## src/lss_pkg.sv

```systemverilog
// ----------------------------------------------------------------------------
// lss_pkg
// Shared types, codes and arithmetic helpers for the LED symbol sequencer.
// ----------------------------------------------------------------------------
package lss_pkg;

   // default number of ring entries, one of them always kept free
   localparam int QUEUE_DEPTH_DEFAULT = 16;

   // duration code that holds a symbol lit until the next enqueue and empties the ring
   localparam logic [7:0] HOLD_FOREVER = 8'd255;
   localparam logic [7:0] FULL_SCALE   = 8'd255;
   localparam logic [7:0] TICK_MAX     = 8'd255;

   // command codes carried on tuser
   typedef enum logic [1:0] {
      CMD_TICK      = 2'd0,
      CMD_ENQUEUE   = 2'd1,
      CMD_CLEAR_ENQ = 2'd2
   } cmd_type;

   // one symbol, intensity in the lowest byte
   typedef struct packed {
      logic [7:0] pause;
      logic [7:0] duration;
      logic [7:0] color;
      logic [7:0] intensity;
   } sym_type;

   // one result word
   typedef struct packed {
      logic       refill_request;
      logic       accepted;
      logic [7:0] drive_b;
      logic [7:0] drive_a;
      logic       led_enable;
   } rsp_type;

   // x / 255 for x up to 255 * 255, by reciprocal with correction
   function automatic logic [7:0] div255(input logic [15:0] x);
      logic [16:0] t;
      t = {1'b0, x} + 17'd1 + {9'd0, x[15:8]};
      return t[15:8];
   endfunction

endpackage

```

## src/led_symbol_sequencer.sv

```systemverilog
// ----------------------------------------------------------------------------
// led_symbol_sequencer
// Queues LED symbols in a ring and plays them out on decisecond ticks,
// producing two PWM compare values and an LED enable for every word.
// ----------------------------------------------------------------------------
//  channel  | dir | tdata                                    | tuser
//  req_     | in  | intensity, color, duration, pause        | command
//  rsp_     | out | led_enable, drive_a, drive_b, accepted,  | -
//           |     | refill_request                           |
//
// One word per cycle while rsp_tready stays high; each word passes through
// the input register, then the result register. The path between them
// is two parallel 8x8 multiplies, each with a divide by 255, on the symbol taken.
// Reset empties the ring and turns the LED off; ring contents are not cleared.
// A stall on rsp_tready holds the result; the input register then fills and
// req_tready drops until the result is taken.
// ----------------------------------------------------------------------------
module led_symbol_sequencer
   import lss_pkg::*;
#(
   parameter int QUEUE_DEPTH = QUEUE_DEPTH_DEFAULT
) (
   input  logic        clock,
   input  logic        reset,
   input  logic        req_tvalid,
   output logic        req_tready,
   input  logic [31:0] req_tdata,  // intensity[7:0] color[15:8] duration[23:16] pause[31:24]
   input  logic [1:0]  req_tuser,  // command[1:0]
   output logic        rsp_tvalid,
   input  logic        rsp_tready,
   output logic [23:0] rsp_tdata   // led_enable[0] drive_a[8:1] drive_b[16:9]
                                   // accepted[17] refill_request[18] zero[23:19]
);

   localparam int PTR_W = (QUEUE_DEPTH > 1) ? $clog2(QUEUE_DEPTH) : 1;
   localparam logic [PTR_W-1:0] PTR_LAST = PTR_W'(QUEUE_DEPTH - 1);

   // input register
   logic       in_valid_ff;
   logic [1:0] in_cmd_ff;
   sym_type    in_sym_ff;

   // result register
   logic    rsp_valid_ff;
   rsp_type rsp_data_ff;
   rsp_type rsp_data_in;

   // sequencer state
   logic [PTR_W-1:0] wr_ptr_ff, wr_ptr_in;
   logic [PTR_W-1:0] rd_ptr_ff, rd_ptr_in;
   logic             show_ff, show_in;
   sym_type          shown_ff, shown_in;
   logic             pause_ff, pause_in;
   logic [7:0]       elapsed_ff, elapsed_in;
   logic             led_en_ff, led_en_in;
   logic [7:0]       led_a_ff, led_a_in;
   logic [7:0]       led_b_ff, led_b_in;

   // ring memory and its registered head read
   sym_type          ring_mem [QUEUE_DEPTH];
   sym_type          head_ff;
   logic             mem_we;
   logic [PTR_W-1:0] mem_waddr;

   logic    process;
   logic    do_take;
   sym_type head;
   logic [7:0]  inv;
   logic [15:0] prod_a;
   logic [15:0] prod_b;
   logic [7:0]  drv_a;
   logic [7:0]  drv_b;

   function automatic logic [PTR_W-1:0] ring_next(input logic [PTR_W-1:0] p);
      return (p == PTR_LAST) ? '0 : p + 1'b1;
   endfunction

   // handshake
   assign process    = in_valid_ff && (!rsp_valid_ff || rsp_tready);
   assign req_tready = !in_valid_ff || process;
   assign rsp_tvalid = rsp_valid_ff;
   assign rsp_tdata  = {5'd0, rsp_data_ff};

   always_ff @(posedge clock) begin
      if (reset) begin
         in_valid_ff <= 1'b0;
      end else if (req_tready) begin
         in_valid_ff <= req_tvalid;
      end
   end

   always_ff @(posedge clock) begin
      if (req_tvalid && req_tready) begin
         in_cmd_ff <= req_tuser;
         in_sym_ff <= sym_type'(req_tdata);
      end
   end

   // led drive from the symbol being taken
   assign inv    = FULL_SCALE - head.intensity;
   assign prod_a = inv * head.color;
   assign prod_b = inv * (FULL_SCALE - head.color);
   assign drv_a  = head.color - div255(prod_a);
   assign drv_b  = head.color + div255(prod_b);

   // step logic
   always_comb begin
      wr_ptr_in  = wr_ptr_ff;
      rd_ptr_in  = rd_ptr_ff;
      show_in    = show_ff;
      shown_in   = shown_ff;
      pause_in   = pause_ff;
      elapsed_in = elapsed_ff;
      led_en_in  = led_en_ff;
      led_a_in   = led_a_ff;
      led_b_in   = led_b_ff;
      mem_we     = 1'b0;
      mem_waddr  = wr_ptr_ff;
      do_take    = 1'b0;
      head       = in_sym_ff;
      rsp_data_in.accepted       = 1'b0;
      rsp_data_in.refill_request = 1'b0;

      if (process) begin
         case (in_cmd_ff)
            CMD_ENQUEUE, CMD_CLEAR_ENQ: begin
               if (in_cmd_ff == CMD_CLEAR_ENQ) begin
                  wr_ptr_in = '0;
                  rd_ptr_in = '0;
                  show_in   = 1'b0;
               end
               if (ring_next(wr_ptr_in) != rd_ptr_in) begin
                  mem_we    = 1'b1;
                  mem_waddr = wr_ptr_in;
                  wr_ptr_in = ring_next(wr_ptr_in);
                  rsp_data_in.accepted = 1'b1;
                  // ring was empty while idle: the new symbol starts at once
                  if (!show_in && ring_next(rd_ptr_in) == wr_ptr_in) begin
                     do_take = 1'b1;
                  end
               end
            end
            CMD_TICK: begin
               if (show_ff) begin
                  head = head_ff;
                  if (elapsed_ff != TICK_MAX) begin
                     elapsed_in = elapsed_ff + 8'd1;
                  end
                  if (!pause_ff && shown_ff.duration != 8'd0) begin
                     if (elapsed_in >= shown_ff.duration) begin
                        if (shown_ff.pause != 8'd0) begin
                           led_en_in  = 1'b0;
                           pause_in   = 1'b1;
                           elapsed_in = 8'd0;
                        end else begin
                           do_take = 1'b1;
                        end
                     end
                  end else if (elapsed_in >= shown_ff.pause) begin
                     do_take = 1'b1;
                  end
               end
            end
            default: begin
            end
         endcase

         // take the head symbol, or go dark and request a refill when the ring is dry
         if (do_take) begin
            if (rd_ptr_in != wr_ptr_in) begin
               if (head.intensity != 8'd0) begin
                  led_en_in = 1'b1;
                  led_a_in  = drv_a;
                  led_b_in  = drv_b;
               end else begin
                  led_en_in = 1'b0;
               end
               if (head.duration != HOLD_FOREVER) begin
                  rd_ptr_in  = ring_next(rd_ptr_in);
                  shown_in   = head;
                  show_in    = 1'b1;
                  pause_in   = 1'b0;
                  elapsed_in = 8'd0;
               end else begin
                  rd_ptr_in = '0;
                  wr_ptr_in = '0;
                  show_in   = 1'b0;
               end
            end else begin
               show_in   = 1'b0;
               led_en_in = 1'b0;
               rsp_data_in.refill_request = 1'b1;
            end
         end
      end

      rsp_data_in.led_enable = led_en_in;
      rsp_data_in.drive_a    = led_a_in;
      rsp_data_in.drive_b    = led_b_in;
   end

   // state registers
   always_ff @(posedge clock) begin
      if (reset) begin
         wr_ptr_ff  <= '0;
         rd_ptr_ff  <= '0;
         show_ff    <= 1'b0;
         shown_ff   <= '0;
         pause_ff   <= 1'b0;
         elapsed_ff <= 8'd0;
         led_en_ff  <= 1'b0;
         led_a_ff   <= 8'd0;
         led_b_ff   <= 8'd0;
      end else begin
         wr_ptr_ff  <= wr_ptr_in;
         rd_ptr_ff  <= rd_ptr_in;
         show_ff    <= show_in;
         shown_ff   <= shown_in;
         pause_ff   <= pause_in;
         elapsed_ff <= elapsed_in;
         led_en_ff  <= led_en_in;
         led_a_ff   <= led_a_in;
         led_b_ff   <= led_b_in;
      end
   end

   // result register
   always_ff @(posedge clock) begin
      if (reset) begin
         rsp_valid_ff <= 1'b0;
      end else if (process) begin
         rsp_valid_ff <= 1'b1;
      end else if (rsp_tready) begin
         rsp_valid_ff <= 1'b0;
      end
   end

   always_ff @(posedge clock) begin
      if (process) begin
         rsp_data_ff <= rsp_data_in;
      end
   end

   // ring write, head read at the next read pointer with write bypass
   always_ff @(posedge clock) begin
      if (mem_we) begin
         ring_mem[mem_waddr] <= in_sym_ff;
      end
      if (mem_we && mem_waddr == rd_ptr_in) begin
         head_ff <= in_sym_ff;
      end else begin
         head_ff <= ring_mem[rd_ptr_in];
      end
   end

   // checks
   a_idle_ring_empty: assert property (@(posedge clock) disable iff (reset)
      !show_ff |-> rd_ptr_ff == wr_ptr_ff)
      else $error("ring not empty while no symbol is on show");

   a_pause_dark: assert property (@(posedge clock) disable iff (reset)
      show_ff && pause_ff |-> !led_en_ff)
      else $error("led lit during pause");

   a_refill_dark: assert property (@(posedge clock) disable iff (reset)
      rsp_valid_ff && rsp_data_ff.refill_request |-> !rsp_data_ff.led_enable &&
      !rsp_data_ff.accepted)
      else $error("refill request with led lit or symbol accepted");

   a_ptr_range: assert property (@(posedge clock) disable iff (reset)
      wr_ptr_ff <= PTR_LAST && rd_ptr_ff <= PTR_LAST)
      else $error("ring pointer out of range");

   a_accept_enqueue: assert property (@(posedge clock) disable iff (reset)
      process && in_cmd_ff == CMD_TICK |=> !rsp_data_ff.accepted)
      else $error("tick reported as accepted");

endmodule
```

## config.mk

```make
export PLATFORM = sky130hd
export DESIGN_NAME = led_symbol_sequencer
export DESIGN_NICKNAME = d
export VERILOG_FILES = /design/src/lss_pkg.sv /design/src/led_symbol_sequencer.sv
export SDC_FILE = /design/constraint.sdc
export NUM_CORES = 1
export LEC_CHECK = 0
export ABC_AREA = 1
export BUFFER_PORTS_ARGS = -buffer_cell sky130_fd_sc_hd__buf_4
export CAP_MARGIN = 40
export CORE_ASPECT_RATIO = 0.75
export CORE_MARGIN = 5
export CORE_UTILIZATION = 45
export DETAILED_ROUTE_END_ITERATION = 16
export PLACE_DENSITY = 0.6
export SETUP_SLACK_MARGIN = 0.05
export SLEW_MARGIN = 20
export SYNTH_ARGS = -nofsm -noshare
export SYNTH_HDL_FRONTEND = slang
export SYNTH_SLANG_ARGS = --single-unit
export TNS_END_PERCENT = 1
```

## constraint.sdc

```tcl
create_clock -name clock -period 20.2 [get_ports clock]
set_input_delay 2.02 -clock clock [delete_from_list [all_inputs] [get_ports clock]]
set_output_delay 2.02 -clock clock [all_outputs]
set_load 0.02 [all_outputs]
```

==> parameters.txt <==
Parameter                              Value

Logic synthesis
  Most numerous cell types in the synthesized netlist    sky130_fd_sc_hd__edfxtp_1, sky130_fd_sc_hd__nand2_1, sky130_fd_sc_hd__nor2_1
  Leading cell types by total area after synthesis    sky130_fd_sc_hd__edfxtp_1, sky130_fd_sc_hd__nand2_1, sky130_fd_sc_hd__ha_1
  Multiplexer fraction of the synthesized cell area    0%
  Ys Warns    0
  Main combinational cell family by area after synthesis    simple AND/OR/NAND/NOR gates
  Mean instance size in the synthesized netlist    10.3 um^2
  Adder-Cell Fraction of Synth Area    a little under a tenth
  Count of distinct cell types in the synthesized netlist    50
  Number of synthesized flops with an enable pin    565
  Dominant synthesized flop cell    sky130_fd_sc_hd__edfxtp_1
  Cell taking the most area after synthesis    sky130_fd_sc_hd__edfxtp_1
  Share of the synthesized netlist area taken by xor and xnor gates    under 10%
  Most repeated cell in the gate-level netlist after synthesis    sky130_fd_sc_hd__edfxtp_1
  Flip-flop and latch count after synthesis    622
  Fraction of the mapped netlist area in compound gates    9.17%
  Basic-gate share of the synthesized area counting and, or, nand and nor cells    ~16%
  Netlist area before placement    31700 um^2
  Top-area cell type share of the netlist area    53.5%
  Sequential cell area fraction in the yosys report    a little under three fifths
  Fraction of registers with async set/reset    0%
  Cell count after synthesis    3081

Finish
  Count of nets after finishing    between 3000 and 4000
  Area growth from synthesis to layout    10.8%
  Antenna cell count    0
  Count of filler cells inserted in the layout    6293
  Final standard cell count with taps included and fillers excluded    4107
  Area of combinational cells with multiple inputs    about 12000 um^2
  Fraction of final layout cells with drive strength greater than 1    8.98%
  Area used by sequential logic in the layout    ~18000 um^2

GRT
  Initial antenna violation count    0
  Global Route Usage Sum    between 20% and 30%
  Number of global-route vias before repair    21900
  Pin count of the biggest net entering global routing    87
  Wire length of the first global-routing pass    128000 um
  GR Overflow Total    0

Clock network
  Number of instances resized during post-cts repair    0
  Clock latency reported for the late side of the worst-skew pair    660 ps
  TritonCTS clock tree    built
  Number of CTS-inserted buffers    61
  Clock-pin slew reported for the worst setup and hold paths after clock tree synthesis    70 ps
  Root Driver    sky130_fd_sc_hd__clkbuf_16
  Number of buffers added to fix hold violations after cts    0
  Number of buffers added for setup after CTS    0
  Clock Sink Count    622
  Maximum number of buffers from clock root to sink    3
  Number of levels in the clock H-tree    2

Drt
  Detailed router's first-iteration violation count    2070
  Vias post-DR    22400
  # DRC    0
  Post-route antenna net violation count    0
  Average via count per standard cell    5.46
  Initial DRT Pass Iterations    6
  Total Routed Length    82600 um
  Detail-routed net length per standard cell    20.1 um

Timing
  Worst Clk Skew    63.6 ps
  Post-route minimum period    10410 ps
  Final max-slew violation count    0
  Aggregate negative setup slack    0 ps
  Slew Limit Headroom    43.0%
  Final worst path period share    51.5%
  RSZ-0062 raised after global routing    no
  Count of final hold-check violations    0
  Number of setup violations in the final report    0
  Transition at the pin with the smallest max-transition slack    854 ps
  FMAX    96.1 MHz

Setup path
  Worst setup path category    flop to flop
  Critical path required time    just over 20000 ps
  Worst setup slack for register-to-register paths    just under 10000 ps
  CP Capture Point    rsp_tdata[8]
  Largest fanout on the critical path    67
  Crit. End Element    flop
  Slowest stage cell, crit path    sky130_fd_sc_hd__dfxtp_4
  Reg2reg path depth    48
  Most frequent cell on the critical path    sky130_fd_sc_hd__nand2_1
  Element type at the critical path start    flop
  Stage delay of the slowest cell on the critical path    780 ps
  Crit path DAT    about 11000 ps
  Terminus of the critical flop-to-flop path    rsp_tdata[8]

Pwr
  Overall power of the completed layout    4100 uW
  Power Dens Cells    117 nW/um^2
  Worst voltage drop across the vdd grid    0.110 mV
  Leak pwr    0.0139 uW

Floorplan
  Number of placed I/O pins    64
  Row cnt    84
  Die area    76000 um^2
  Core box area    70000 um^2
  Die height    240 um
  Starting Density    between 40% and 50%
  Die outline width    roughly 320 um

Placement
  Half-perimeter wire length of the detailed placement result    49200 um
  Placed cell count    3991
  Port-buffer cells    58
  Final GP Congestion    around 0.9

Run
  Max-cap violations    0

Status
  Status    completed

Worst hold path
  Classification of the worst-slack hold path    flop to flop
==> worst min path at each step <==
stage          slack [ps]  depth (start not counted)     start       end
3_3_place_gp          450                          2  pause_ff  pause_ff
6_report              470                          2  pause_ff  pause_ff
2_1_floorplan         430                          2  pause_ff  pause_ff
4_1_cts               460                          2  pause_ff  pause_ff
3_5_place_dp          460                          2  pause_ff  pause_ff
5_1_grt               470                          2  pause_ff  pause_ff
==> logic make-up after synthesis <==
kind of cell | count (synthesis)
compound gates | 489
xor+xnor | 38
fa+ha+maj | 198
buf+inv | 506
flops | 622
other cells | 1
simple gates | 1227
==> sequential cells by signal, summed over array words and instances (netlist names), named ones only <==
register,count
led_en_ff,1
rd_ptr_ff,4
led_a_ff,8
ring_mem,512
shown_ff,16
rsp_tvalid,1
show_ff,1
elapsed_ff,8
led_b_ff,8
in_sym_ff,32
pause_ff,1
rsp_tdata,19
in_cmd_ff,2
in_valid_ff,1
wr_ptr_ff,4
==> cell type report <==
class / instances / share of cell area (%)
Sequential cell: 622 / 51.6
Multi-Input combinational cell: 1957 / 33.1
Clock buffer: 77 / 4.58
Inverter: 364 / 3.92
Tap cell: 946 / 3.37
Timing Repair Buffer: 103 / 2.30
Clock inverter: 38 / 1.16
==> placed cells by master, fill, tap and decap left out, drive strengths merged, types with 2 or more instances in the layout <==
master,instances
edfxtp,565
nand2,544
nor2,387
inv,359
o21ai,252
nand3,243
ha,123
buf,103
a21oi,92
clkbuf,77
fa,75
o211ai,57
dfxtp,57
o221ai,48
clkinv,33
xor2,31
nand4,28
o22ai,22
nor3,9
o21a,7
xnor2,7
bufinv,7
or2,7
a31oi,6
conb,5
nand3b,4
nor4,4
clkinvlp,3
a21o,2
==> power by group <==
group          internal (uW)  leakage [uW]  switching (uW)
Clock                    655      0.000978             497
Combinational            508       0.00736             983
Sequential              1420       0.00558            30.2
==> worst max-delay path: cells and delay by family (launching register included) <==
family / cells / cell delay, ps
fa+ha+maj: 7 / 2900
flops: 1 / 780
xor+xnor: 2 / 680
compound gates: 8 / 1610
buf+inv: 11 / 2130
simple gates: 20 / 1930
==> layer usage <==
layer,global-route usage (%),wire length (um),vias to the layer above
li1,-,-,10600
met1,32.0,38000,11000
met2,34.2,37400,745
met3,2.92,5390,124
met4,5.38,1870,0
met5,0,0,-
==> metrics by stage <==
stage	hold WS [ps]	area, um^2	util (%)	setup WS, ps
3_5_place_dp	456	33100	47.3	9660
5_1_grt	471	35100	50.2	9050
6_report	465	35100	50.2	9790
3_3_place_gp	448	33000	47.2	9870
4_1_cts	464	35100	50.2	9960
2_1_floorplan	426	31700	-	10780
Note: power is estimated with default switching activity, not from simulation.
